## config.mk

```make
export PLATFORM = sky130hd
export DESIGN_NAME = tpr_tlb_cell
export DESIGN_NICKNAME = d
export VERILOG_FILES = /design/src/hw/rtl/tpr_pkg.sv /design/src/hw/rtl/tpr_tlb_cell.sv
export SDC_FILE = /design/constraint.sdc
export NUM_CORES = 1
export LEC_CHECK = 0
export BUFFER_PORTS_ARGS = -buffer_cell sky130_fd_sc_hd__buf_4
export CAP_MARGIN = 10
export CORE_MARGIN = 4
export CORE_UTILIZATION = 55
export CTS_CLUSTER_DIAMETER = 120
export CTS_CLUSTER_SIZE = 28
export DETAILED_ROUTE_END_ITERATION = 7
export PLACE_DENSITY = 0.93
export SYNTH_ARGS = -nofsm -noshare
export SYNTH_HDL_FRONTEND = slang
export SYNTH_SLANG_ARGS = --single-unit
```

## constraint.sdc

```tcl
create_clock -name clock -period 4 [get_ports clock]
set_input_delay 0.4 -clock clock [delete_from_list [all_inputs] [get_ports clock]]
set_output_delay 0.4 -clock clock [all_outputs]
set_load 0.01 [all_outputs]
```

## src/hw/rtl/tpr_pkg.sv

```systemverilog
// Shared types and constants for the TLB and page-frame replacement block.
package tpr_pkg;

   localparam int TLB_MAX    = 16;
   localparam int FRAMES_MAX = 64;
   localparam int TIDX_W     = $clog2(TLB_MAX);
   localparam int FIDX_W     = $clog2(FRAMES_MAX);
   localparam int TCNT_W     = $clog2(TLB_MAX + 1);
   localparam int FCNT_W     = $clog2(FRAMES_MAX + 1);
   localparam int PAGE_W     = 31;
   localparam int STAMP_W    = 32;
   localparam int CNT_W      = 32;
   localparam int ADDR_W     = 32;
   localparam int PSZ_W      = 17;
   localparam int CSR_IDX_W  = 3;

   // Cycles for an LRU minimum to ripple through the longest cell chain
   localparam int SCAN_LEN   = FRAMES_MAX;
   localparam int SCAN_W     = $clog2(SCAN_LEN + 1);

   typedef enum logic [CSR_IDX_W-1:0] {
      CSR_PAGE_SIZE   = 3'd0,
      CSR_TLB_ENTRIES = 3'd1,
      CSR_FRAMES      = 3'd2,
      CSR_PAGE_POLICY = 3'd3,
      CSR_TLB_POLICY  = 3'd4
   } csr_idx_type;

   typedef enum logic [2:0] {
      ST_IDLE,
      ST_DIV,
      ST_LOOK,
      ST_COMMIT
   } state_type;

   // Broadcast to every TLB cell
   typedef struct packed {
      logic [PAGE_W-1:0]  page;
      logic [STAMP_W-1:0] now;
      logic [TCNT_W-1:0]  count;
      logic [TIDX_W-1:0]  slot;
      logic               touch;  // stamp := now at slot
      logic               fill;   // page := page at slot
   } tlb_cmd_type;

   // Broadcast to every frame cell
   typedef struct packed {
      logic [PAGE_W-1:0]  page;
      logic [STAMP_W-1:0] now;
      logic [FCNT_W-1:0]  count;
      logic [FIDX_W-1:0]  slot;
      logic               wr;
      logic               hit_all; // refresh every matching frame
      logic               touch;   // stamp := now at slot
      logic               mark;    // dirty |= wr at slot
      logic               fill;    // page := page, dirty := wr at slot
   } frame_cmd_type;

endpackage

```

## src/hw/rtl/tpr_tlb_cell.sv

```systemverilog
// One TLB entry: page tag, LRU stamp and one link of the minimum-stamp chain.
module tpr_tlb_cell
   import tpr_pkg::*;
(
   input  logic               clock,
   input  logic               reset,
   input  logic [TIDX_W-1:0]  cell_idx,
   input  tlb_cmd_type        cmd,
   input  logic [STAMP_W-1:0] min_stamp_in,
   input  logic [TIDX_W-1:0]  min_idx_in,
   output logic [STAMP_W-1:0] min_stamp_out,
   output logic [TIDX_W-1:0]  min_idx_out,
   output logic               match
);

   logic [PAGE_W-1:0]  page_ff, page_in;
   logic [STAMP_W-1:0] stamp_ff, stamp_in;
   logic [STAMP_W-1:0] mstamp_ff, mstamp_in;
   logic [TIDX_W-1:0]  midx_ff, midx_in;
   logic               in_use, sel, take_own;

   assign in_use = {1'b0, cell_idx} < cmd.count;
   assign sel    = cmd.slot == cell_idx;
   assign match  = in_use && (page_ff == cmd.page);

   always_comb begin
      page_in  = page_ff;
      stamp_in = stamp_ff;
      if (sel && cmd.fill)  page_in  = cmd.page;
      if (sel && cmd.touch) stamp_in = cmd.now;
   end

   // running minimum, ties kept by the lower index
   assign take_own  = (cell_idx == '0) || (in_use && stamp_ff < min_stamp_in);
   assign mstamp_in = take_own ? stamp_ff : min_stamp_in;
   assign midx_in   = take_own ? cell_idx : min_idx_in;

   always_ff @(posedge clock) begin
      mstamp_ff <= mstamp_in;
      midx_ff   <= midx_in;
      if (reset) begin
         page_ff  <= PAGE_W'(cell_idx);
         stamp_ff <= '0;
      end else begin
         page_ff  <= page_in;
         stamp_ff <= stamp_in;
      end
   end

   assign min_stamp_out = mstamp_ff;
   assign min_idx_out   = midx_ff;

endmodule

```

# Yosys cells after proc, flatten, opt, wreduce, memory -nomap -nowiden
# Cells that the tools add are included.
dict set report classes {
  muxes 4
  n_lt_le_gt_ge 2
  eq_ne 2
  reduce_logical 7
}
# op n
set op_table {}
lappend op_table {{$lt A32 B32 Y1} 1}
lappend op_table {{$mux W32} 1}
lappend op_table {{$eq A31 B31 Y1} 1}
lappend op_table {{$mux W4} 3}
lappend op_table {{$lt A4 B5 Y1} 1}
lappend op_table {{$eq A4 B4 Y1} 1}
lappend op_table {{$logic_and A1 B1 Y1} 4}
lappend op_table {{$logic_not A4 Y1} 1}
lappend op_table {{$reduce_bool A2 Y1} 1}
lappend op_table {{$logic_or A1 B1 Y1} 1}
dict set report word_totals {
  wordCells 20
  regBits 99
  output_inout_bits 37
  in_bits 116
}

# Depth between registers and ports, before layout
dict set report depth {
  depth_word 4
  ltp_mapped 10
  depth_no_buf 9
}

# Worst setup path after synthesis
# OpenSTA, ideal clock, no wires.
dict set report synth_timing {
  path_type {input to register}
  from {in min_stamp_in[7]}
  to {reg mstamp_ff[10] (netlist: min_stamp_out[10])}
  setup_ns 0.121
  t_arrival_ns 2.294
  required_time_ns 3.879
  path_stages 9
  n_path_buf 1
  slack_ns 1.585
  cell_sequence {inv_1 > ha_1 > nand4_1 > o311a_1 > o41a_1 > o21ai_4 > o21ai_4 > buf_6 > mux2_4}
}
dict set report synth_between {
  elab_chain_len 4
}
# item line
set synth_lines {}
lappend synth_lines {{start, declared} tpr_tlb_cell.sv:9} ;# input logic [STAMP_W-1:0] min_stamp_in,
lappend synth_lines {{$lt A32 B32 Y1} tpr_tlb_cell.sv:34} ;# assign take_own = (cell_idx == '0) || (in_use && stamp_ff < min_stamp_in);
lappend synth_lines {{$logic_and A1 B1 Y1} tpr_tlb_cell.sv:34}
lappend synth_lines {{$logic_or A1 B1 Y1} tpr_tlb_cell.sv:34}
lappend synth_lines {{$mux W32} tpr_tlb_cell.sv:35} ;# assign mstamp_in = take_own ? stamp_ff : min_stamp_in;
lappend synth_lines {{via mstamp_in[10]} tpr_tlb_cell.sv:18} ;# logic [STAMP_W-1:0] mstamp_ff, mstamp_in;
lappend synth_lines {{end signal, assigned} tpr_tlb_cell.sv:39} ;# mstamp_ff <= mstamp_in;
lappend synth_lines {{end, declared} tpr_tlb_cell.sv:18}
# The timed path passes the listed nets, and every way through them passes these cells.
# A chain may end at the register's enable or synchronous reset.

# Final worst setup path
dict set report layout_timing {
  from {reg stamp_ff[2]}
  to {reg mstamp_ff[0] (netlist: min_stamp_out[0])}
}
dict set report layout_between {
  elab_chain_len 4
}
# item line
set layout_lines {}
lappend layout_lines {{start, declared} tpr_tlb_cell.sv:17} ;# logic [STAMP_W-1:0] stamp_ff, stamp_in;
lappend layout_lines {{start signal, assigned} tpr_tlb_cell.sv:46} ;# stamp_ff <= stamp_in;
lappend layout_lines {{$lt A32 B32 Y1} tpr_tlb_cell.sv:34}
lappend layout_lines {{$logic_and A1 B1 Y1} tpr_tlb_cell.sv:34}
lappend layout_lines {{$logic_or A1 B1 Y1} tpr_tlb_cell.sv:34}
lappend layout_lines {{$mux W32} tpr_tlb_cell.sv:35}
lappend layout_lines {{via mstamp_in[0]} tpr_tlb_cell.sv:18}
# The timed path passes the listed nets, and every way through them passes these cells.

==> metrics.md <==
| Metric | Value |
|---|---|
| Crit path max-delay cell type | buf_4 |
| DIE AREA | 10300 sq um |
| Syn Inst Count | 454 |
| YS warnings | 0 |
| Hold Buf Count CTS | 0 |
| Largest net degree at the start of global routing | 65 |
| Crit path top cell by count | o21ai_4 |
| Final cycle utilization of the critical path | 69.3% |
| Syn_nets | 604 |
| Setup TNS | 0 ps |
| Layout area overhead | 29.2% |
| Worst setup EP type | register |
| CTS resizes | 0 |
| Worst slew margin | 29.6% |
| Synthesized area per cell | 10.5 sq um |
| Non-filler instance count after layout | 714 |
| Max clock buf depth | 2 |
| Ant diodes | 0 |
| Routed vias/inst | 5.26 |
| Drt initial violations | 62 |
| CP Launch Type | register |
| Final WS setup | 1230 ps |
| Most frequent cells in the layout | 154 x buf_4, 95 x dfxtp_1, 63 x nor2_1 |
| Drt pass-1 iters | 4 |
| Post-DP HPWL | 9.18 mm |
| Register bit total from synthesis | 99 |
| Pleak | 3.37 nW |
| Clk pin slew, worst setup/hold paths | 100 ps |
| Sequential fraction of the synthesis area | 42.3% |
| Num CTS Buffers | 9 |
| Peak supply drop | 0.195 mV |
| Skew-Pair Late Insertion Delay | 360 ps |
| Global-route wire length before repair | 18.2 mm |
| Cell Rows | 33 |
| WP data arrival | 3020 ps |
| Detail Route Antenna Nets | 0 |
| Clock sink count | 99 |
| Tot GR Track Use | 22.3% |
| Post-layout util | 74.1% |
| WHS | 268 ps |
| Clock skew | 16.6 ps |
| Pwr per Cell Area | 332 nW/um^2 |
| Library cells used by synthesis | 36 |
| Antenna violations before repair | 0 |
| Placed cells | 698 |
| CP peak stage delay | 510 ps |
| Slew Viols, Final | 0 |
| Routability cong. | 0.823 |
| IO Pins | 153 |
| Nets | 754 |
| Die H | 101 um |
| EDFF count, synth | 4 |
| Initial Utilization | 57.4% |
| Final WL | 11.7 mm |
| Netlist Area Pre-Place | 4780 sq um |
| Final instance area | 6180 sq um |
| FMAX | 361 MHz |
| Worst Max-Slew Pin Slew | 1050 ps |
| # H-tree levels | 3 |
| Required @ worst endpoint | 4250 ps |
| CP cell instances | ha_1 > a211o_1 > a31oi_1 > o311a_1 > o41a_1 > o21ai_4 > o21ai_4 > buf_4 > mux2_2 |
| Max-cap violations | 0 |
| Tot Pwr | 2.05 mW |
| Root Buffer | clkbuf_8 |
| Asr flop ratio synth | 0% |
| Ys flop type | dfxtp_1 |
| Core area | 8340 sq um |
| Hold Fails Final Rpt | 0 |
| Most common cell after layout, fill and taps aside | buf_4 |
| CTS tree | built |
| Critical Path Fanout Max | 32 |
| Fillers | 590 |
| Grt ovf | 0 |
| Die X | 101 um |
| Hold WC Path Type | in2reg |
| Unrepaired setup endpoints after global routing | no |
| Post-CTS setup buffer count | 0 |
| Setup-failing EPs final | 0 |
| DP Area | 5990 sq um |
| Status | complete, no violations |
| Drt wl/cell | 16.4 um |
| Share of cells above drive strength 1 | 34.8% |
| Period minus WS final | 2770 ps |
| DRC Markers | 0 |
| Vias in the first global route | 3948 |
| CP Class | reg2reg |
| Placement Setup Slack | 1020 ps |
| Buffers on Ports | 152 |
| Routed vias | 3755 |
[worst max-delay path: cells and delay by family (launching register included)]
kind / cells / cell delay, ps
flops: 1 / 390
buf+inv: 1 / 510
fa+ha+maj: 1 / 270
compound gates: 6 / 1070
mux: 1 / 400
[flip-flops by register name, summed over array words and instances (netlist names)]
| name | count |
|---|---|
| min_idx_out | 4 |
| min_stamp_out | 32 |
| page_ff | 31 |
| stamp_ff | 32 |
[kinds of logic after synthesis]
group / share of synthesized area (%)
AND/OR/NAND/NOR: 9.73
AO/OA/AOI/OAI: 4.86
XOR/XNOR: 6.41
multiplexers: 23.2
adder cells (fa/ha/maj): 8.89
buffers and inverters: 4.68
flip-flops: 42.3
[report_power, final]
group	total [mW]	internal (mW)	switching, mW	leakage [nW]
registers	1.06	1.04	0.0200	0.811
clock network	0.622	0.267	0.355	0.0844
logic	0.374	0.216	0.159	2.47
[layout make-up]
class	instances	area [sq um]	area share, %
multi-input cells	302	2540	41.1
well taps	105	131	2.13
clock inverters	4	31.3	0.506
repair buffers	154	1160	18.7
clock buffers	12	156	2.53
flip-flops and latches	99	2020	32.7
inverters	38	143	2.31
[routing by layer]
layer  wire length [um]  track usage [%]  up-vias  share of wire, %
li1                   -                -     1843                 -
met1               4590             24.6     1768                39
met2               6210             41.3      119                53
met3                637             3.72       25               5.4
met4                307             10.4        0               2.6
met5                  0                0        -                 0
[worst paths after layout]
check	to	cells past startpoint	slack, ps	startpoint
worst max-delay path	min_stamp_out[0]	9	1230	stamp_ff[2]
worst min-delay path	stamp_ff[24]	3	270	cmd[35]
worst max register to register	min_stamp_out[0]	9	1230	stamp_ff[2]
worst min register to register	min_stamp_out[31]	1	530	stamp_ff[31]
[cell usage after synthesis (all sizes together), types with 2 or more instances]
cell type / instances / area share [%]
a31o: 4 / 0.73
nand2b: 2 / 0.26
ha: 34 / 8.9
nor3: 4 / 0.42
buf: 8 / 1.2
nor2: 63 / 4.9
inv: 38 / 3.0
nand4: 12 / 1.6
mux2i: 59 / 12
edfxtp: 4 / 2.5
nand3: 4 / 0.42
mux2: 36 / 11
o21ai: 6 / 1.1
nor4: 4 / 0.52
dfxtp: 95 / 40
xnor2: 31 / 5.7
nand2: 11 / 0.86
a21oi: 14 / 1.5
clkbuf: 7 / 0.55
xor2: 4 / 0.73
a21o: 3 / 0.47
Note: power is estimated with default switching activity, not from simulation.
