$ cat config.mk
export PLATFORM = sky130hd
export DESIGN_NAME = tpr_div
export DESIGN_NICKNAME = d
export VERILOG_FILES = /design/src/hw/rtl/tpr_pkg.sv /design/src/hw/rtl/tpr_div.sv
export SDC_FILE = /design/constraint.sdc
export NUM_CORES = 1
export LEC_CHECK = 0
export ABC_AREA = 0
export BUFFER_PORTS_ARGS = -buffer_cell sky130_fd_sc_hd__buf_4
export CORE_MARGIN = 2
export CORE_UTILIZATION = 55
export CTS_BUF_LIST = sky130_fd_sc_hd__clkbuf_4 sky130_fd_sc_hd__clkbuf_8
export CTS_CLUSTER_DIAMETER = 40
export DETAILED_ROUTE_END_ITERATION = 8
export GPL_ROUTABILITY_DRIVEN = 0
export PLACE_DENSITY_LB_ADDON = 0.12
export SLEW_MARGIN = 20
export SYNTH_ARGS = -nofsm -noshare
export SYNTH_HDL_FRONTEND = slang
export SYNTH_SLANG_ARGS = --single-unit
$ cat constraint.sdc
create_clock -name clock -period 2.9 [get_ports clock]
set_input_delay 0.58 -clock clock [delete_from_list [all_inputs] [get_ports clock]]
set_output_delay 0.58 -clock clock [all_outputs]
set_load 0.02 [all_outputs]
$ cat src/hw/rtl/tpr_pkg.sv
// Shared types and constants for the TLB and page-frame replacement block.
package tpr_pkg;

   localparam int TLB_MAX    = 16;
   localparam int FRAMES_MAX = 64;
   localparam int TIDX_W     = $clog2(TLB_MAX);
   localparam int FIDX_W     = $clog2(FRAMES_MAX);
   localparam int TCNT_W     = $clog2(TLB_MAX + 1);
   localparam int FCNT_W     = $clog2(FRAMES_MAX + 1);
   localparam int PAGE_W     = 31;
   localparam int STAMP_W    = 32;
   localparam int CNT_W      = 32;
   localparam int ADDR_W     = 32;
   localparam int PSZ_W      = 17;
   localparam int CSR_IDX_W  = 3;

   // Cycles for an LRU minimum to ripple through the longest cell chain
   localparam int SCAN_LEN   = FRAMES_MAX;
   localparam int SCAN_W     = $clog2(SCAN_LEN + 1);

   typedef enum logic [CSR_IDX_W-1:0] {
      CSR_PAGE_SIZE   = 3'd0,
      CSR_TLB_ENTRIES = 3'd1,
      CSR_FRAMES      = 3'd2,
      CSR_PAGE_POLICY = 3'd3,
      CSR_TLB_POLICY  = 3'd4
   } csr_idx_type;

   typedef enum logic [2:0] {
      ST_IDLE,
      ST_DIV,
      ST_LOOK,
      ST_COMMIT
   } state_type;

   // Broadcast to every TLB cell
   typedef struct packed {
      logic [PAGE_W-1:0]  page;
      logic [STAMP_W-1:0] now;
      logic [TCNT_W-1:0]  count;
      logic [TIDX_W-1:0]  slot;
      logic               touch;  // stamp := now at slot
      logic               fill;   // page := page at slot
   } tlb_cmd_type;

   // Broadcast to every frame cell
   typedef struct packed {
      logic [PAGE_W-1:0]  page;
      logic [STAMP_W-1:0] now;
      logic [FCNT_W-1:0]  count;
      logic [FIDX_W-1:0]  slot;
      logic               wr;
      logic               hit_all; // refresh every matching frame
      logic               touch;   // stamp := now at slot
      logic               mark;    // dirty |= wr at slot
      logic               fill;    // page := page, dirty := wr at slot
   } frame_cmd_type;

endpackage

$ cat src/hw/rtl/tpr_div.sv
// Restoring divider, one quotient bit per cycle: page number = address / page size.
module tpr_div
   import tpr_pkg::*;
(
   input  logic              clock,
   input  logic              reset,
   input  logic              start,
   input  logic [ADDR_W-1:0] dividend,
   input  logic [PSZ_W-1:0]  divisor,
   output logic              done,
   output logic [ADDR_W-1:0] quotient
);

   localparam int STEP_W = $clog2(ADDR_W + 1);

   logic [ADDR_W-1:0] q_ff, q_in;
   logic [PSZ_W-1:0]  rem_ff, rem_in;
   logic [PSZ_W-1:0]  div_ff, div_in;
   logic [STEP_W-1:0] step_ff, step_in;
   logic              busy_ff, busy_in;
   logic [PSZ_W:0]    trial;

   always_comb begin
      q_in    = q_ff;
      rem_in  = rem_ff;
      div_in  = div_ff;
      step_in = step_ff;
      busy_in = busy_ff;
      trial   = {rem_ff, q_ff[ADDR_W-1]};
      if (start) begin
         q_in    = dividend;
         rem_in  = '0;
         div_in  = divisor;
         step_in = '0;
         busy_in = 1'b1;
      end else if (busy_ff) begin
         // shift in one dividend bit, subtract when it fits
         if (trial >= {1'b0, div_ff}) begin
            rem_in = PSZ_W'(trial - {1'b0, div_ff});
            q_in   = {q_ff[ADDR_W-2:0], 1'b1};
         end else begin
            rem_in = trial[PSZ_W-1:0];
            q_in   = {q_ff[ADDR_W-2:0], 1'b0};
         end
         step_in = step_ff + 1'b1;
         if (step_ff == STEP_W'(ADDR_W - 1)) busy_in = 1'b0;
      end
   end

   always_ff @(posedge clock) begin
      q_ff   <= q_in;
      rem_ff <= rem_in;
      div_ff <= div_in;
      if (reset) begin
         step_ff <= '0;
         busy_ff <= 1'b0;
      end else begin
         step_ff <= step_in;
         busy_ff <= busy_in;
      end
   end

   assign done     = !busy_ff && !start;
   assign quotient = q_ff;

endmodule

# Yosys cells after proc, flatten, opt, wreduce, memory -nomap -nowiden

Cells that the tools add are included.

Flip-flop bits (word level): 73
Latch bits: 0
Memory bits (writable): 0
Memory bits (read-only): 0
Bits of input ports: 52
Output and inout port bits: 33
Word-level logic and storage cells: 21
Memories kept: 0

$add $sub $neg: 2
$mul: 0
Div/mod/pow operators: 0
Magnitude comparators: 1
Equal/unequal tests: 1
Shift-type cells: 0
Multiplexer cells: 7
Bitwise gates (word level): 0
Reductions and logical operators: 5

Operator list:

| operator              | count |
|---|---|
| $mux W32              | 2 |
| $ge A18 B17 Y1        | 1 |
| $mux W17              | 1 |
| $sub A17 B17 Y17      | 1 |
| $add A6 B1 Y6 const B | 1 |
| $eq A6 B5 Y1 const B  | 1 |
| $mux W1               | 4 |
| $logic_not A1 Y1      | 2 |
| $reduce_bool A2 Y1    | 1 |
| $reduce_or A2 Y1      | 1 |
| $logic_and A1 B1 Y1   | 1 |

# Longest topological paths before layout

Gate-level depths: netlist of the first run.

Word-level depth: 4
Mapped depth: 11
Gate-level depth less buffers: 10

# Least setup slack after synthesis of the first run

Ideal clock, no wire load.

Kind: reg-to-reg
From: reg q_ff[31] (netlist: quotient[31])
To: reg q_ff[0] (netlist: quotient[0]), data pin
Library setup time: 260 ps
Data arrival time: 2339 ps
Data required time: 2640 ps
Setup slack: 301 ps
Cell stages (with the launch flop): 11
Buffers on the path: 1
Period minus slack after synthesis: 2599 ps
Path through: edfxtp_1 -> inv_1 -> ha_1 -> inv_1 -> fa_1 -> a21o_1 -> o2111ai_2 -> o2111ai_2 -> a21o_4 -> buf_6 -> mux2_2

Cells in the longest elaborated chain, start to end: 4

RTL lines:

| item                     | line          | text |
|---|---|---|
| start: declaration       | tpr_div.sv:16 | `logic [ADDR_W-1:0] q_ff, q_in;` |
| start signal: assignment | tpr_div.sv:51 | `q_ff <= q_in;` |
| $ge A18 B17 Y1           | tpr_div.sv:38 | `if (trial >= {1'b0, div_ff}) begin` |
| $mux W1                  | tpr_div.sv:38 |  |
| $mux W32                 | tpr_div.sv:36 | `end else if (busy_ff) begin` |
| $mux W32                 | tpr_div.sv:30 | `if (start) begin` |
| net q_in[0]              | tpr_div.sv:16 |  |

The timed path passes the listed nets, and every way through them passes these cells. The select of a mux whose other input is x is not followed.
A chain may end at the register's enable or synchronous reset.

# Worst setup path after layout of the first run

From: reg q_ff[31] (netlist: quotient[31])
To: reg rem_ff[7]

Cells in the longest elaborated chain, start to end: 2
Elaborated cells on any way between the ends: 3
Classes of those cells: add/sub (1); order compare (1); mux (1)

RTL lines:

| item                                               | line                         | text |
|---|---|---|
| $sub A17 B17 Y17 or $ge A18 B17 Y1 (tied branches) | tpr_div.sv:39, tpr_div.sv:38 |  |
| $mux W17 *                                         | tpr_div.sv:38                |  |
| end signal: assignment                             | tpr_div.sv:52                | `rem_ff <= rem_in;` |
| end: declaration                                   | tpr_div.sv:17                | `logic [PSZ_W-1:0] rem_ff, rem_in;` |

Every way passes the cells marked *; elsewhere a longest branch is shown, timed or not.

==> metrics.txt, run 1 <==
family with the most delay on the worst path=compound AO/OA/AOI/OAI gates; HP Class=primary input to flop; CTS Root Buffer Type=clkbuf_8; slowest cell delay on critical path=0.42 ns; CP Depth=11; Area growth, synth to finish=24.8%; minimum clock period=2.60 ns; IO Pins=85; RSZ-0062 raised after global routing=false; area of placed instances=4580 um^2; Crit Path Max Fanout=7; die span in x=87.7 um; total power=2.68 mW; Multi-input gate area=1740 um^2; Clock Skew=0.0158 ns; Syn Nets=402; diode count=0; vias in the first global route=2922; clk sink count=73; Hold EP=busy_ff$_SDFF_PP0_; dpl hpwl=6.07 mm; slowest stage cell, crit path=edfxtp_1; layout cells sized above 1=0.370; via count=2855; finished layout cell area=4810 um^2; Gate Count Post-Synth=331; Synth cell types=50; H-Tree Level Count=3; DRC=0; TritonCTS Buffers=9; first-pass GRT wire length=13.1 mm; setup violators final=0; Setup CP Type=flop to flop; largest net degree at the start of global routing=48; Final period util=0.898; Pre-antenna DRT Iters=4; leakage power=2.03 nW; initial antenna violation count=0; Worst R2R Start=quotient[31]$_DFFE_PN_; grt ovf=0; register area=1950 um^2; Syn Area/Cell=11.6 um^2; Post-CTS Resized=0; routed wire length=8.22 mm; power per cell area=557 nW/um^2; VDD IR-drop max=0.000396 V; Hold Path Stages=2; FF-to-FF End=rem_ff[7]$_SDFFE_PP0P_; Seq cells post-synth=73; CP required=3.16 ns; EDFF count, synth=49; Main synth FF type=edfxtp_1; Slew Viols, Final=0; fin nets=488; core area=6790 um^2; reg2reg setup slack=0.30 ns; maxcap violations=0; remaining antenna violation count=0; Worst slew margin=0.446; R2R depth=11; starting density of the core=0.567; worst skew pair latency=0.35 ns; TritonCTS clock tree=built; Worst Tran Pin Value=0.829 ns; DR WL/cell=15.9 um; Die Height=87.7 um; Final Hold Vio Count=0; min-delay src=reset; Crit path buffers/inverters=3; die area=7690 um^2; crit path DAT=2.86 ns; crit-path cells=inv_1 -> ha_1 -> inv_1 -> fa_1 -> a21o_1 -> o2111ai_2 -> o2111ai_2 -> a21oi_2 -> buf_4 -> nand2_1 -> a311oi_2; clk slew on worst S/H paths=0.09 ns; first-iteration detailed-routing DRC count=196; # fillers=500; CTS Hold Bufs=0; post-route setup TNS=0 ns; row cnt=30; GRT Total Usage=0.223; post-CTS setup buffer count=0; critical path capture point type=flop; Ys Warns=0; DR vias/cell=5.51; post-synthesis sequential area ratio=0.507; ys async rst share=0; Syn Std Cell Area=3850 um^2; maximum clock rate=0.384 GHz; PortBufs=84; status=completed; CTS max path bufs=2; fin util=0.708; crit path launch type=flop
==> synth_stat cells (all sizes together), types with 2 or more instances <==
master	n	area, um^2
nand2	29	109
edfxtp	49	1470
nand2b	7	43.8
ha	18	225
clkbuf	8	30.0
nor2	20	75.1
dfxtp	24	480
nand4	4	25.0
a31oi	5	31.3
inv	20	75.1
nand3	7	35.0
a311oi	9	123
nor2b	2	12.5
o2111ai	4	47.6
o211ai	3	22.5
and3	4	25.0
buf	8	55.1
and2	2	12.5
a32oi	7	61.3
xor2	9	78.8
a21oi	17	96.4
a21boi	2	18.8
o31ai	5	42.5
mux2	32	360
xnor2	8	70.1
mux2i	2	20.0
a21o	8	67.6
o21ai	6	30.0
==> final cells by class <==
cell class,instances,area share
Timing Repair Buffer,91,0.145
Sequential cell,73,0.406
Tap cell,96,0.0250
Inverter,20,0.0156
Multi-Input combinational cell,222,0.362
Clock inverter,7,0.0213
Clock buffer,9,0.0258
==> power breakdown <==
group / switching [mW] / leakage, nW / total (mW) / internal [mW]
clock network: 0.403 / 0.116 / 0.898 / 0.495
logic: 0.282 / 1.23 / 0.532 / 0.250
registers: 0.0454 / 0.685 / 1.25 / 1.21
total: 0.731 / 2.03 / 2.68 / 1.95
==> cell families (layout without fill, tap and decap cells) <==
logic type,after synthesis,in the layout,share of synthesized area
XOR/XNOR,17,17,0.0387
AND/OR/NAND/NOR,79,79,0.0945
multiplexers,34,34,0.0987
AO/OA/AOI/OAI,73,73,0.156
buffers and inverters,36,127,0.0416
adder cells (fa/ha/maj),19,19,0.0637
flip-flops,73,73,0.507
==> sequential cells by signal (all words and copies together) (netlist names) <==
name / flops
rem_ff: 17
div_ff: 17
step_ff: 6
quotient: 32
busy_ff: 1
==> cells in the final DEF (no fill, tap or decap), types with 3 or more instances in the layout <==
cell	instances
nand4_1	4
xnor2_1	8
inv_1	20
edfxtp_1	49
dfxtp_1	24
a31oi_1	5
a21oi_1	14
xor2_1	9
a21oi_2	3
and3_1	4
a32oi_1	7
a311oi_2	7
nor2_1	20
o21ai_0	4
nand2b_1	7
ha_1	18
o211ai_1	3
a21o_1	7
mux2_2	32
buf_4	90
o31ai_1	4
clkbuf_8	9
nand2_1	29
nand3_1	7
==> per-layer routing <==
metal | GRT usage | share of wire | routed length [um]
met5 | 0 | 0 | 0
met4 | 0.103 | 0.0097 | 80
met3 | 0.0726 | 0.076 | 621
met2 | 0.357 | 0.49 | 4020
met1 | 0.275 | 0.43 | 3500
==> worst max path at each step <==
stage,startpoint,to,slack (ns)
6_report,quotient[31]$_DFFE_PN_,rem_ff[7]$_SDFFE_PP0P_,0.30
4_1_cts,quotient[31]$_DFFE_PN_,rem_ff[7]$_SDFFE_PP0P_,0.29
5_1_grt,quotient[31]$_DFFE_PN_,rem_ff[7]$_SDFFE_PP0P_,0.12
3_5_place_dp,quotient[31]$_DFFE_PN_,rem_ff[7]$_SDFFE_PP0P_,0.31
2_1_floorplan,quotient[31]$_DFFE_PN_,quotient[0]$_DFFE_PN_,0.30
3_3_place_gp,quotient[31]$_DFFE_PN_,quotient[0]$_DFFE_PN_,0.44
==> per-stage QoR <==
| stage | hold WS, ns | setup slack [ns] | std cells |
|---|---|---|---|
| global route | 0.367 | 0.116 | 518 |
| floorplan | 0.447 | 0.301 | 331 |
| detailed placement | 0.476 | 0.312 | 502 |
| finish | 0.380 | 0.296 | 518 |
| global placement | 0.460 | 0.436 | 502 |
| CTS | 0.361 | 0.287 | 518 |
Note: power is estimated with default switching activity, not from simulation.
==> run 2: changes to the inputs <==
- RECOVER_POWER: unset -> 25
==> metrics.txt, run 2 (synthesis gave the netlist of run 1 again) <==
status=completed; dpl hpwl=6.07 mm; Worst slew margin=0.248; grt ovf=0; Hold EP=busy_ff$_SDFF_PP0_; Worst R2R Start=quotient[31]$_DFFE_PN_; leakage power=2.02 nW; Final Hold Vio Count=0; initial antenna violation count=0; via count=2879; HP Class=primary input to flop; die area=7690 um^2; maxcap violations=0; Area growth, synth to finish=24.4%; Pre-antenna DRT Iters=5; DR vias/cell=5.56; remaining antenna violation count=0; starting density of the core=0.567; Sequential Power Share=0.466; TritonCTS Buffers=9; Hold Path Stages=2; max reg flops=32; critical path capture point type=flop; placed insts=502; Internal Power=1.95 mW; worst skew pair latency=0.35 ns; CTS Root Buffer Type=clkbuf_8; finished layout cell area=4790 um^2; IO Pins=85; Cell Count, Final, Fillers Out=518; Worst Tran Pin Value=1.13 ns; Post-CTS Resized=0; DRC=0; clk slew on worst S/H paths=0.09 ns; core area=6790 um^2; diode count=0; Clock power frac=0.336; post-CTS setup buffer count=0; setup violators final=0; routed wire length=8.27 mm; minimum clock period=2.61 ns; CTS max path bufs=2; Worst Setup Slack post-DPL=0.312 ns; die span in x=87.7 um; Clock Skew=0.0142 ns; post-route setup TNS=0 ns; row cnt=30; Die Height=87.7 um; reg2reg setup slack=0.29 ns; CP required=3.16 ns; Final WS setup=0.292 ns; leading cell type in the layout, fill and taps excluded=buf_4; clk sink count=73; min-delay src=reset; power per cell area=560 nW/um^2; Final period util=0.899; DR WL/cell=16.0 um; net switching power=0.737 mW; Setup CP Type=flop to flop; most frequent cells in the layout=buf_4, edfxtp_1, mux2_2; VDD IR-drop max=0.000400 V; Combinational Power Share=0.198; RSZ-0062 raised after global routing=false; FF-to-FF End=rem_ff[7]$_SDFFE_PP0P_; Slew Viols, Final=0; first-iteration detailed-routing DRC count=183; largest net degree at the start of global routing=48; fin util=0.705; crit path launch type=flop; area of placed instances=4580 um^2; H-Tree Level Count=3; fin nets=488; crit path DAT=2.87 ns; GRT Total Usage=0.223; vias in the first global route=2922; PortBufs=84; maximum clock rate=0.383 GHz; switching share of power=0.275; TritonCTS clock tree=built; layout cells sized above 1=0.367; Crit Path Max Fanout=7; CTS Hold Bufs=0; first-pass GRT wire length=13.1 mm; R2R depth=11
## run 2: changes by cell type in the layout (fill, tap and decap cells not counted)
cell      change
buf_4        -18
clkbuf_4     +17
buf_12        -1
clkbuf_1      +1
clkbuf_2      +1
## run 2: layout make-up
type | instances | area, um^2
fill | 502 | 2000
sequential | 73 | 1950
multi-input combinational | 222 | 1740
timing repair buffer | 91 | 677
clock buffer | 9 | 124
tap | 96 | 120
clock inverter | 7 | 103
inverter | 20 | 75.1
## run 2: through the flow
step	hold WS, ns	total power, mW
floorplan	0.447	1.61
global placement	0.460	1.79
detailed placement	0.476	1.80
CTS	0.361	2.71
global route	0.367	2.79
finish	0.375	2.68
## run 2: worst max-delay path by stage
stage / cells past startpoint / from / to / slack (ns)
2_1_floorplan: 10 / quotient[31]$_DFFE_PN_ / quotient[0]$_DFFE_PN_ / 0.30
3_3_place_gp: 9 / quotient[31]$_DFFE_PN_ / quotient[0]$_DFFE_PN_ / 0.44
3_5_place_dp: 11 / quotient[31]$_DFFE_PN_ / rem_ff[7]$_SDFFE_PP0P_ / 0.31
4_1_cts: 11 / quotient[31]$_DFFE_PN_ / rem_ff[7]$_SDFFE_PP0P_ / 0.29
5_1_grt: 3 / start / quotient[30]$_DFFE_PN_ / 0.08
6_report: 11 / quotient[31]$_DFFE_PN_ / rem_ff[7]$_SDFFE_PP0P_ / 0.29
## run 2: power groups by stage
| stage | registers [mW] | clock network (mW) | logic (mW) |
|---|---|---|---|
| after CTS | 1.25 | 0.920 | 0.535 |
| final | 1.25 | 0.902 | 0.530 |
| after floorplan | 1.32 | 0 | 0.286 |
| after global placement | 1.27 | 0 | 0.521 |
| after global routing | 1.26 | 0.948 | 0.576 |
| after detailed placement | 1.27 | 0 | 0.532 |
## run 2: metal layers
metal	track usage	wire, um	up-vias
li1	-	-	1403
met1	0.275	3470	1362
met2	0.357	3990	103
met3	0.0726	694	11
met4	0.103	121	0
met5	0	0	-
## run 2: critical path: stages (launching register included)
cell       delay, ns
edfxtp_1        0.42
inv_1           0.08
ha_1            0.15
inv_1           0.06
fa_1            0.40
a21o_1          0.24
o2111ai_2       0.21
o2111ai_2       0.18
a21oi_2         0.27
buf_4           0.20
nand2_1         0.07
a311oi_2        0.23
