File: config.mk
export PLATFORM = sky130hd
export DESIGN_NAME = tpr_frame_cell
export DESIGN_NICKNAME = d
export VERILOG_FILES = /design/src/hw/rtl/tpr_pkg.sv /design/src/hw/rtl/tpr_frame_cell.sv
export SDC_FILE = /design/constraint.sdc
export NUM_CORES = 1
export LEC_CHECK = 0
export BUFFER_PORTS_ARGS = -buffer_cell sky130_fd_sc_hd__clkbuf_2
export CORE_ASPECT_RATIO = 0.7
export CORE_MARGIN = 5
export CORE_UTILIZATION = 35
export DETAILED_ROUTE_END_ITERATION = 7
export GPL_ROUTABILITY_DRIVEN = 0
export PLACE_DENSITY = 0.59
export SLEW_MARGIN = 20
export SYNTH_ARGS = -nofsm -noshare
export SYNTH_HDL_FRONTEND = slang
export SYNTH_SLANG_ARGS = --single-unit
File: constraint.sdc
create_clock -name clock -period 2.1 [get_ports clock]
set_input_delay 0.21 -clock clock [delete_from_list [all_inputs] [get_ports clock]]
set_output_delay 0.21 -clock clock [all_outputs]
set_load 0.05 [all_outputs]
File: src/hw/rtl/tpr_pkg.sv
// Shared types and constants for the TLB and page-frame replacement block.
package tpr_pkg;

   localparam int TLB_MAX    = 16;
   localparam int FRAMES_MAX = 64;
   localparam int TIDX_W     = $clog2(TLB_MAX);
   localparam int FIDX_W     = $clog2(FRAMES_MAX);
   localparam int TCNT_W     = $clog2(TLB_MAX + 1);
   localparam int FCNT_W     = $clog2(FRAMES_MAX + 1);
   localparam int PAGE_W     = 31;
   localparam int STAMP_W    = 32;
   localparam int CNT_W      = 32;
   localparam int ADDR_W     = 32;
   localparam int PSZ_W      = 17;
   localparam int CSR_IDX_W  = 3;

   // Cycles for an LRU minimum to ripple through the longest cell chain
   localparam int SCAN_LEN   = FRAMES_MAX;
   localparam int SCAN_W     = $clog2(SCAN_LEN + 1);

   typedef enum logic [CSR_IDX_W-1:0] {
      CSR_PAGE_SIZE   = 3'd0,
      CSR_TLB_ENTRIES = 3'd1,
      CSR_FRAMES      = 3'd2,
      CSR_PAGE_POLICY = 3'd3,
      CSR_TLB_POLICY  = 3'd4
   } csr_idx_type;

   typedef enum logic [2:0] {
      ST_IDLE,
      ST_DIV,
      ST_LOOK,
      ST_COMMIT
   } state_type;

   // Broadcast to every TLB cell
   typedef struct packed {
      logic [PAGE_W-1:0]  page;
      logic [STAMP_W-1:0] now;
      logic [TCNT_W-1:0]  count;
      logic [TIDX_W-1:0]  slot;
      logic               touch;  // stamp := now at slot
      logic               fill;   // page := page at slot
   } tlb_cmd_type;

   // Broadcast to every frame cell
   typedef struct packed {
      logic [PAGE_W-1:0]  page;
      logic [STAMP_W-1:0] now;
      logic [FCNT_W-1:0]  count;
      logic [FIDX_W-1:0]  slot;
      logic               wr;
      logic               hit_all; // refresh every matching frame
      logic               touch;   // stamp := now at slot
      logic               mark;    // dirty |= wr at slot
      logic               fill;    // page := page, dirty := wr at slot
   } frame_cmd_type;

endpackage

File: src/hw/rtl/tpr_frame_cell.sv
// One page frame: resident page, LRU stamp, dirty bit and a link of the minimum chain.
module tpr_frame_cell
   import tpr_pkg::*;
(
   input  logic               clock,
   input  logic               reset,
   input  logic [FIDX_W-1:0]  cell_idx,
   input  frame_cmd_type      cmd,
   input  logic [STAMP_W-1:0] min_stamp_in,
   input  logic [FIDX_W-1:0]  min_idx_in,
   output logic [STAMP_W-1:0] min_stamp_out,
   output logic [FIDX_W-1:0]  min_idx_out,
   output logic               match,
   output logic               dirty
);

   logic [PAGE_W-1:0]  page_ff, page_in;
   logic [STAMP_W-1:0] stamp_ff, stamp_in;
   logic               dirty_ff, dirty_in;
   logic [STAMP_W-1:0] mstamp_ff, mstamp_in;
   logic [FIDX_W-1:0]  midx_ff, midx_in;
   logic               in_use, sel, take_own;

   assign in_use = {1'b0, cell_idx} < cmd.count;
   assign sel    = cmd.slot == cell_idx;
   assign match  = in_use && (page_ff == cmd.page);

   always_comb begin
      page_in  = page_ff;
      stamp_in = stamp_ff;
      dirty_in = dirty_ff;
      if ((cmd.hit_all && match) || (cmd.touch && sel)) stamp_in = cmd.now;
      if (((cmd.hit_all && match) || (cmd.mark && sel)) && cmd.wr) dirty_in = 1'b1;
      if (cmd.fill && sel) begin
         page_in  = cmd.page;
         dirty_in = cmd.wr;
      end
   end

   assign take_own  = (cell_idx == '0) || (in_use && stamp_ff < min_stamp_in);
   assign mstamp_in = take_own ? stamp_ff : min_stamp_in;
   assign midx_in   = take_own ? cell_idx : min_idx_in;

   always_ff @(posedge clock) begin
      mstamp_ff <= mstamp_in;
      midx_ff   <= midx_in;
      if (reset) begin
         page_ff  <= PAGE_W'(cell_idx);
         stamp_ff <= '0;
         dirty_ff <= 1'b0;
      end else begin
         page_ff  <= page_in;
         stamp_ff <= stamp_in;
         dirty_ff <= dirty_in;
      end
   end

   assign min_stamp_out = mstamp_ff;
   assign min_idx_out   = midx_ff;
   assign dirty         = dirty_ff;

endmodule

== Word-level counts from Yosys, hierarchy flattened ==
Cells that the tools add are included.
W data, S select, Z words.

* Flip-flop bits (word level): 102
* Bits of input ports: 127
* Logic and storage cells: 29

* $lt $le $gt $ge: 2
* Eq/ne operators: 2
* Multiplexer cells: 6
* Reduce and logical (&&, ||, !) cells: 13

{| class="wikitable"
|+ Operators by type and width
! cell !! count
|-
| $lt A32 B32 Y1 || 1
|-
| $mux W32 || 1
|-
| $eq A31 B31 Y1 || 1
|-
| $mux W6 || 3
|-
| $logic_and A1 B1 Y1 || 7
|-
| $lt A6 B7 Y1 || 1
|-
| $eq A6 B6 Y1 || 1
|-
| $logic_not A6 Y1 || 1
|-
| $reduce_bool A2 Y1 || 2
|-
| $logic_or A1 B1 Y1 || 3
|-
| $mux W1 || 2
|}

== Longest topological paths before layout ==
Gate-level depths: netlist of run 1.

* Word-level depth: 7
* Mapped depth: 9
* Mapped depth without buffers: 8

== Worst setup path before layout of run 1 ==
No wires, ideal clock.

* Path type: input-to-output
* Start point: input port cmd[15] in the netlist's numbering
* End point: output port match
* Arrival: 2.085 ns
* Data required time: 1.890 ns
* Setup slack: -0.195 ns
* Cell stages on the path: 6
* Path through: inv_1 > ha_1 > a21o_1 > a21oi_1 > o22ai_1 > nor3_1

* Longest elaborated chain between the ends: 2

{| class="wikitable"
|+ Ends and longest elaborated chain
! what !! line !! text
|-
| start: declaration || tpr_frame_cell.sv:8 || <nowiki>input frame_cmd_type cmd,</nowiki>
|-
| $lt A6 B7 Y1 || tpr_frame_cell.sv:24 || <nowiki>assign in_use = {1'b0, cell_idx} < cmd.count;</nowiki>
|-
| $logic_and A1 B1 Y1 || tpr_frame_cell.sv:26 || <nowiki>assign match = in_use && (page_ff == cmd.page);</nowiki>
|-
| end: declaration || tpr_frame_cell.sv:13 || <nowiki>output logic match,</nowiki>
|}

No other way between the ends.

== Worst setup path after layout of run 1 ==
* Start point: register stamp_ff[15]
* End point: register mstamp_ff[18] (netlist: min_stamp_out[18])

* Longest elaborated chain between the ends: 4

{| class="wikitable"
|+ Ends and longest elaborated chain
! what !! line !! text
|-
| start: declaration || tpr_frame_cell.sv:18 || <nowiki>logic [STAMP_W-1:0] stamp_ff, stamp_in;</nowiki>
|-
| start signal: assignment || tpr_frame_cell.sv:53 || <nowiki>stamp_ff <= stamp_in;</nowiki>
|-
| $lt A32 B32 Y1 || tpr_frame_cell.sv:40 || <nowiki>assign take_own = (cell_idx == '0) || (in_use && stamp_ff < min_stamp_in);</nowiki>
|-
| $logic_and A1 B1 Y1 || tpr_frame_cell.sv:40 ||
|-
| $logic_or A1 B1 Y1 || tpr_frame_cell.sv:40 ||
|-
| $mux W32 || tpr_frame_cell.sv:41 || <nowiki>assign mstamp_in = take_own ? stamp_ff : min_stamp_in;</nowiki>
|-
| net mstamp_in[18] || tpr_frame_cell.sv:20 || <nowiki>logic [STAMP_W-1:0] mstamp_ff, mstamp_in;</nowiki>
|-
| end signal: assignment || tpr_frame_cell.sv:45 || <nowiki>mstamp_ff <= mstamp_in;</nowiki>
|-
| end: declaration || tpr_frame_cell.sv:20 ||
|}

The timed path passes the listed nets, and every way through them passes these cells.
A chain may end at the register's enable or synchronous reset.

==> impl_metrics.yaml, run 1 <==
cells_and_area:
  fin_util: 0.5030
  layout_common_cells: "165 x clkbuf_2, 83 x dfxtp_1, 68 x nand2b_1"
  n_fill_cell: 1383
  multiInputGateArea_um2: 3268
  drive_above_1_share: 0.4373
  design_area_um2: 7428
  n_antenna_cell: 0
  seq_area_um2: 2118
  fin_nets: 893
  mostFrequentLayoutCell: "clkbuf_2"
  syn2layout_area_growth_pct: 39.86
drt:
  first_pass_iters: 4
  wl_per_cell_um: 15.08
  vias: 4303
  via_per_inst: 4.632
  ant_nets: 0
  wirelength_um: 14010
  drt_iter0_markers: 166
  drc: 0
clocking:
  cts-root-buf: "clkbuf_16"
  clkSinkCount: 102
  clkLatencyLatePin_ns: 0.34
  htreeDepth: 3
  cts_tree: "done"
  clk_path_buf_depth: 2
  numCtsBuffers: 9
  hold_buffers: 0
  clk_pin_slew_ns: 0.07
min_path:
  min_path_type: "input pin to flop"
  hold_end: "min_idx_out[5]"
  min_path_cells: 3
  min_from: "min_idx_in[5]"
timing:
  slew_headroom: 0.6208
  tightest_slew_ns: 0.5689
  setup_ws_ns: -0.1830
  fin_worst_skew_ns: 0.007549
  drv_slew: 0
  hold_violations: 0
  finalCritPeriodShare: 1.087
  fin_crit_ns: 2.283
  setup_viol: 32
  rsz0062_at_grt: "true"
  timing.fmax_mhz: 438.0
synth:
  synth_seq_area_share: 0.3958
  synth_warnings: 0
  synth_fp_nets: 680
  synth.distinct_cells: 35
  synth-seq-cells: 102
  syn_area_per_cell_um2: 10.27
  synthesis.area_um2: 5311
  syn_inst: 517
floorplanning:
  ios: 167
  num_rows: 37
  initial_core_util: 0.3597
  dieHeight_um: 113.1
  die_x_um: 157.2
  dieArea_um2: 17780
  core_area_um2: 14770
worst_setup_path:
  worstReg2RegStart: "stamp_ff[15]"
  crit_type: "flop to flop"
  path_max_fanout: 6
  r2r-end: "min_stamp_out[18]"
  cp-start-kind: "flop"
  r2r_setup_slack_ns: -0.18
  critPathCaptureType: "flop"
  crit_arrival_ns: 2.51
  cp.required_ns: 2.33
  r2r_cells: 8
pwr:
  swShare: 0.2724
  clockPowerShare: 0.376
  pwr-share-comb: 0.186
  seq_power_share: 0.438
  p_switching_mw: 1.275
  ir_drop_uv: 398.6
  p_int_mw: 3.406
  p_per_area_nw_per_um2: 630.2
  leakage_nw: 3.932
placement:
  dp_hpwl_um: 11160
  portBuffers: 166
  placed_area_um2: 6818
status:
  violations: "negative setup slack"
  run_status: "finished with violations"
grt:
  track_usage: 0.1563
  grt_max_degree: 45
  antenna_found_initial: 0
  grt_pass1_vias: 4577
  grt_pass1_wl_um: 22420
  overflow: 0
run:
  maxCapViolations: 0
[state kept, by name (all words and copies together) (netlist names)]
register       flops
min_stamp_out     32
stamp_ff          32
page_ff           31
min_idx_out        6
dirty              1
[layout make-up]
type | count | area share
sequential | 102 | 0.2852
inverter | 42 | 0.02122
clock buffer | 10 | 0.03369
tap | 195 | 0.03284
clock inverter | 5 | 0.008759
multi-input combinational | 355 | 0.4400
timing repair buffer | 220 | 0.1784
[critical path: stages, from the launching register on]
cell,delay [ns]
dfxtp_1,0.32
ha_1,0.28
a21oi_1,0.18
o21ai_0,0.14
a21oi_1,0.24
o22ai_4,0.11
o31a_4,0.41
clkbuf_16,0.19
mux2_4,0.29
[logic make-up after synthesis]
logic type      synth area share
buf+inv                  0.04782
compound gates           0.04193
flops                     0.3958
mux                       0.2205
simple gates              0.1482
fa+ha+maj                0.08481
xor+xnor                 0.06101
[worst max path at each step]
stage	from	end	slack, ns	cells past startpoint
floorplan	stamp_ff[21]	min_stamp_out[11]	-0.05	8
global placement	min_stamp_in[25]	min_stamp_out[25]	-0.28	10
detailed placement	min_stamp_in[1]	min_stamp_out[26]	-0.34	10
CTS	stamp_ff[31]	min_stamp_out[0]	-0.26	9
global route	stamp_ff[30]	min_stamp_out[21]	-0.28	9
finish	stamp_ff[15]	min_stamp_out[18]	-0.18	8
[layer usage]
layer | global-route usage | vias to the layer above | routed length, um | part of all wire
met5 | 0 | - | 0 | 0
met4 | 0.04183 | 0 | 172 | 0.012
met3 | 0.03746 | 14 | 743 | 0.053
met2 | 0.2464 | 101 | 6277 | 0.45
met1 | 0.2149 | 2023 | 6820 | 0.49
li1 | - | 2165 | - | -
[power groups by stage]
stage	registers, mW	clock network, mW	logic, mW
finish	2.05	1.76	0.869
global route	2.06	1.90	0.937
CTS	2.05	1.83	0.840
detailed placement	2.10	0	0.815
global placement	2.10	0	0.799
floorplan	2.27	0	0.328
[per-stage QoR]
stage / TNS (ns) / total power, mW / hold slack, ns / instances / worst slack [ns]
floorplan: -1.589 / 2.602 / 0.3456 / 517 / -0.05487
global placement: -9.193 / 2.894 / 0.4425 / 910 / -0.2844
detailed placement: -10.84 / 2.911 / 0.4484 / 910 / -0.3352
CTS: -7.335 / 4.721 / 0.07134 / 927 / -0.2588
global route: -8.816 / 4.897 / 0.09779 / 929 / -0.2812
finish: -5.424 / 4.682 / 0.08799 / 929 / -0.1830
[cells in the mapped netlist (all sizes together)]
master	count	area [um^2]
nor2b	1	6.260
edfxtp	6	180.2
nor2	30	112.6
mux2	38	540.5
nand2b	68	425.4
and4	1	8.760
o31a	1	17.52
clkbuf	10	37.54
xnor2	4	35.03
nand4	6	43.79
a2111oi	1	8.760
buf	8	58.80
inv	42	157.7
nor3	6	35.03
nor4	9	56.30
a21oi	17	85.08
mux2i	63	630.6
a31oi	1	6.260
a2111o	1	11.26
o22a	1	8.760
ha	36	450.4
dfxtp	96	1922
o21ai	8	40.04
a32oi	1	8.760
a21o	2	15.01
o22ai	2	12.51
nand3	3	15.01
nand2	20	75.07
a311oi	1	8.760
xor2	33	289.0
nand4b	1	8.760
[timing repair]
action	CTS	global route
endpoints found under the hold margin	0	0
gates cloned	1	1
gates resized for setup	11	31
buffers inserted	1	1
pin swaps	8	11
endpoints found under the setup margin	39	71
No activity file was read; power rests on OpenSTA's default activity.
==> inputs of run 2 (changes only) <==
CTS_BUF_LIST = sky130_fd_sc_hd__clkbuf_2 sky130_fd_sc_hd__clkbuf_4 sky130_fd_sc_hd__clkbuf_8   (was unset)
PLACE_DENSITY = unset   (was 0.59)
==> run 2 against run 1 <==
Worst setup slack worse by 0.050 ns. Critical path type unchanged. The flow still finishes with violations (negative setup slack). Clock-buffer cell count unchanged. Die area unchanged. Non-clock buffer count down 4. Wire length up 2.2%. Sequential share of layout area up 1.0 points. Critical endpoint is now min_stamp_out[3]. Highest routed layer unchanged.
==> impl_metrics.yaml, run 2 (synthesis gave the netlist of run 1 again) <==
run:
  maxCapViolations: 0
drt:
  wl_per_cell_um: 15.50
  vias: 4280
  via_per_inst: 4.632
  drc: 0
  wirelength_um: 14320
  first_pass_iters: 4
  drt_iter0_markers: 160
  ant_nets: 0
timing:
  fin_crit_ns: 2.333
  slew_headroom: 0.6526
  setup_ws_ns: -0.2331
  rsz0062_at_grt: "true"
  timing.fmax_mhz: 428.6
  tightest_slew_ns: 0.5211
  finalCritPeriodShare: 1.111
  fin_tns_setup_ns: -7.281
  setup_viol: 38
  hold_violations: 0
  fin_worst_skew_ns: 0.01350
  drv_slew: 0
status:
  run_status: "finished with violations"
  violations: "negative setup slack"
cells_and_area:
  n_antenna_cell: 0
  fin_util: 0.4848
  drive_above_1_share: 0.4184
  mostFrequentLayoutCell: "clkbuf_2"
  multiInputGateArea_um2: 3177
  design_area_um2: 7159
  layout_common_cells: "165 x clkbuf_2, 86 x dfxtp_1, 68 x nand2b_1"
  instances_no_fill: 924
  seq_area_um2: 2115
  n_fill_cell: 1367
  fin_nets: 889
  syn2layout_area_growth_pct: 34.79
grt:
  track_usage: 0.1613
  grt_pass1_vias: 4594
  grt_pass1_wl_um: 23040
  antenna_found_initial: 0
  overflow: 0
  grt_max_degree: 33
pwr:
  p_per_area_nw_per_um2: 578.7
  total_power_mw: 4.143
  ir_drop_uv: 338.2
  leakage_nw: 3.843
floorplanning:
  die_x_um: 157.2
  dieHeight_um: 113.1
  num_rows: 37
  core_area_um2: 14770
  ios: 167
  initial_core_util: 0.3597
  dieArea_um2: 17780
placement:
  portBuffers: 166
  placed_area_um2: 6815
  placed_cells_incl_taps: 908
  dp_hpwl_um: 11510
clocking:
  clkSinkCount: 102
  numCtsBuffers: 9
  cts-root-buf: "clkbuf_8"
  hold_buffers: 0
  htreeDepth: 3
  cts_tree: "done"
  clk_pin_slew_ns: 0.10
  clk_path_buf_depth: 2
  clkLatencyLatePin_ns: 0.36
worst_setup_path:
  cp-start-kind: "flop"
  slowest_delay_ns: 0.38
  cp.required_ns: 2.35
  crit_family: "compound AO/OA/AOI/OAI gates"
  crit_type: "flop to flop"
  worstPathCellList: "ha_4 -> a21oi_2 -> o21ai_2 -> a2111oi_2 -> nand3_1 -> o31a_4 -> clkbuf_16 -> mux2_4"
  cp.buffers_inverters: 1
  crit_arrival_ns: 2.59
  path_max_fanout: 8
  crit_path_top_delay_cell: "a2111oi_2"
  critPathCaptureType: "flop"
min_path:
  min_path_type: "input pin to flop"
-- run 2: cell types whose count changed in the layout (fill, tap and decap cells not counted), sizes merged --
| cell | previous run | this run |
|---|---|---|
| buf | 54 | 50 |
| clkinvlp | 2 | 0 |
| inv | 44 | 42 |
| clkinv | 0 | 3 |
-- run 2: final timing paths --
| kind | start | to | slack (ns) | depth (start not counted) |
|---|---|---|---|---|
| max | stamp_ff[23] | min_stamp_out[3] | -0.23 | 8 |
| min | min_idx_in[2] | min_idx_out[2] | 0.06 | 3 |
| max reg2reg | stamp_ff[23] | min_stamp_out[3] | -0.23 | 8 |
| min reg2reg | stamp_ff[19] | stamp_ff[19] | 0.51 | 2 |
-- run 2: timing repair --
action	CTS	global route
endpoints found under the hold margin	0	0
cloned	0	1
pin swaps	7	4
buffers inserted	0	1
resized for setup	16	9
setup endpoints to repair	39	67
-- run 2: metrics by stage --
step	hold slack, ns	setup slack [ns]
after global placement	0.4439	-0.2576
after global routing	0.04987	-0.2894
after floorplan	0.3456	-0.05487
after CTS	0.03189	-0.2028
after detailed placement	0.4472	-0.4051
final	0.06355	-0.2331
-- run 2: power by group --
group / internal, mW / total, mW / switching [mW]
clock: 0.570 / 1.24 / 0.672
combinational: 0.366 / 0.850 / 0.484
sequential: 2.02 / 2.05 / 0.0275
total: 2.96 / 4.14 / 1.18
-- run 2: worst min-delay path, cell delays in order --
cell	delay [ns]
clkbuf_2	0.08
nand2_1	0.05
mux2i_1	0.05
-- run 2: layout make-up --
class | count | area share
multi-input cells | 355 | 0.4437
flip-flops and latches | 102 | 0.2954
repair buffers | 216 | 0.1788
well taps | 195 | 0.03408
inverters | 42 | 0.02202
clock buffers | 10 | 0.01922
clock inverters | 4 | 0.006816
-- run 2: layer usage --
metal / share of wire / GRT usage
met5: 0 / 0
met4: 0.0095 / 0.03725
met3: 0.048 / 0.03593
met2: 0.47 / 0.2657
met1: 0.48 / 0.2165
==> inputs of run 3 (changes only) <==
BUFFER_PORTS_ARGS = -buffer_cell sky130_fd_sc_hd__buf_2   (was -buffer_cell sky130_fd_sc_hd__clkbuf_2)
CORE_ASPECT_RATIO = unset   (was 0.7)
==> run 3 against run 2 <==
The flow still finishes with violations (negative setup slack). Final area is 1.7% higher. Cell count is 0.32% lower. Sequential share of layout area is 0.46 points lower. Non-clock buffer count is 2 higher. Clock-buffer cell count is 1 lower. First-iteration DRC count is 48% lower. Via count is 0.89% higher. Highest routed layer unchanged.
==> impl_metrics.yaml, run 3 (synthesis gave the netlist of run 1 again) <==
timing:
  slew_headroom: 0.6775
  drv_slew: 0
  fin_crit_ns: 2.283
  timing.fmax_mhz: 438.0
  rsz0062_at_grt: "true"
  tightest_slew_ns: 0.4837
  hold_ws_ns: 0.06404
  hold_violations: 0
  setup_ws_ns: -0.1832
  fin_worst_skew_ns: 0.01126
  fin_tns_setup_ns: -5.315
  finalCritPeriodShare: 1.087
  setup_viol: 33
worst_setup_path:
  critPathCaptureType: "flop"
  path_max_fanout: 6
  crit_arrival_ns: 2.56
  crit_type: "flop to flop"
  cp.required_ns: 2.38
  cp-start-kind: "flop"
min_path:
  min_path_type: "input pin to flop"
cells_and_area:
  fin_util: 0.4846
  syn2layout_area_growth_pct: 37.15
  instances_no_fill: 921
  fin_nets: 891
  n_antenna_cell: 0
  design_area_um2: 7284
  layout_common_cells: "165 x buf_2, 83 x dfxtp_1, 68 x nand2b_1"
  mostFrequentLayoutCell: "buf_2"
  drive_above_1_share: 0.4338
drt:
  wirelength_um: 13790
  first_pass_iters: 6
  vias: 4318
  drt_iter0_markers: 84
  ant_nets: 0
  via_per_inst: 4.688
  drc: 0
  wl_per_cell_um: 14.98
run:
  maxCapViolations: 0
pwr:
  p_per_area_nw_per_um2: 594.6
  ir_drop_uv: 430.5
  total_power_mw: 4.332
  leakage_nw: 3.882
grt:
  grt_pass1_wl_um: 22090
  overflow: 0
  antenna_found_initial: 0
  grt_max_degree: 40
  grt_pass1_vias: 4668
  track_usage: 0.1546
status:
  violations: "negative setup slack"
  run_status: "finished with violations"
placement:
  dp_hpwl_um: 10830
  placed_cells_incl_taps: 902
  portBuffers: 166
  placed_area_um2: 6799
  dp_slack_ns: -0.2918
clocking:
  htreeDepth: 3
  clk_pin_slew_ns: 0.10
  clkSinkCount: 102
  numCtsBuffers: 9
  clkLatencyLatePin_ns: 0.38
  clk_path_buf_depth: 2
  cts_tree: "done"
  cts-root-buf: "clkbuf_8"
floorplanning:
  die_x_um: 133.2
  initial_core_util: 0.3533
  core_area_um2: 15030
  ios: 167
  dieArea_um2: 17740
  num_rows: 45
  dieHeight_um: 133.2
run 3: cell count changes in the layout (fill, tap and decap cells not counted), sizes merged:
cell	delta
clkbuf	-166
buf	+167
clkinv	-1
clkinvlp	+1
bufinv	+1
inv	+2
run 3: timing repair:
item                       in CTS  in global routing
gates cloned                    1                  1
buffers inserted                2                  2
pin swaps                      11                 18
gates resized for setup        21                 19
hold buffers                    0                  0
setup endpoints to repair      39                 71
run 3: where the power goes:
group	internal [mW]	switching, mW	total, mW
Combinational	0.382	0.486	0.868
Sequential	2.02	0.0261	2.05
Clock	0.688	0.726	1.41
Total	3.09	1.24	4.33
run 3: per-layer routing:
metal  part of all wire  GRT usage  vias up
met5                  0          0        -
met4              0.026    0.06400        0
met3              0.046    0.03852       25
met2               0.52     0.2757      103
met1               0.41     0.1762     2027
li1                   -          -     2163
run 3: worst paths after layout:
kind	start	endpoint	slack (ns)	depth (start not counted)
max	stamp_ff[27]	min_stamp_out[6]	-0.18	8
min	min_stamp_in[8]	min_stamp_out[8]	0.06	2
max reg2reg	stamp_ff[27]	min_stamp_out[6]	-0.18	8
min reg2reg	page_ff[15]	page_ff[15]	0.51	2
run 3: area by class of cell:
type	instances	area, um^2
Clock buffer	9	123.9
Clock inverter	7	105.1
Fill cell	1382	7749
Inverter	42	157.7
Multi-Input combinational cell	355	3238
Sequential cell	102	2118
Tap cell	188	235.2
Timing Repair Buffer	218	1306
run 3: critical path, stage by stage, from the launching register on:
cell       delay (ns)
dfxtp_2          0.35
ha_4             0.25
a21oi_4          0.15
nor2_1           0.07
a2111oi_2        0.33
nand3_1          0.16
o31a_4           0.38
clkbuf_16        0.19
mux2_4           0.29
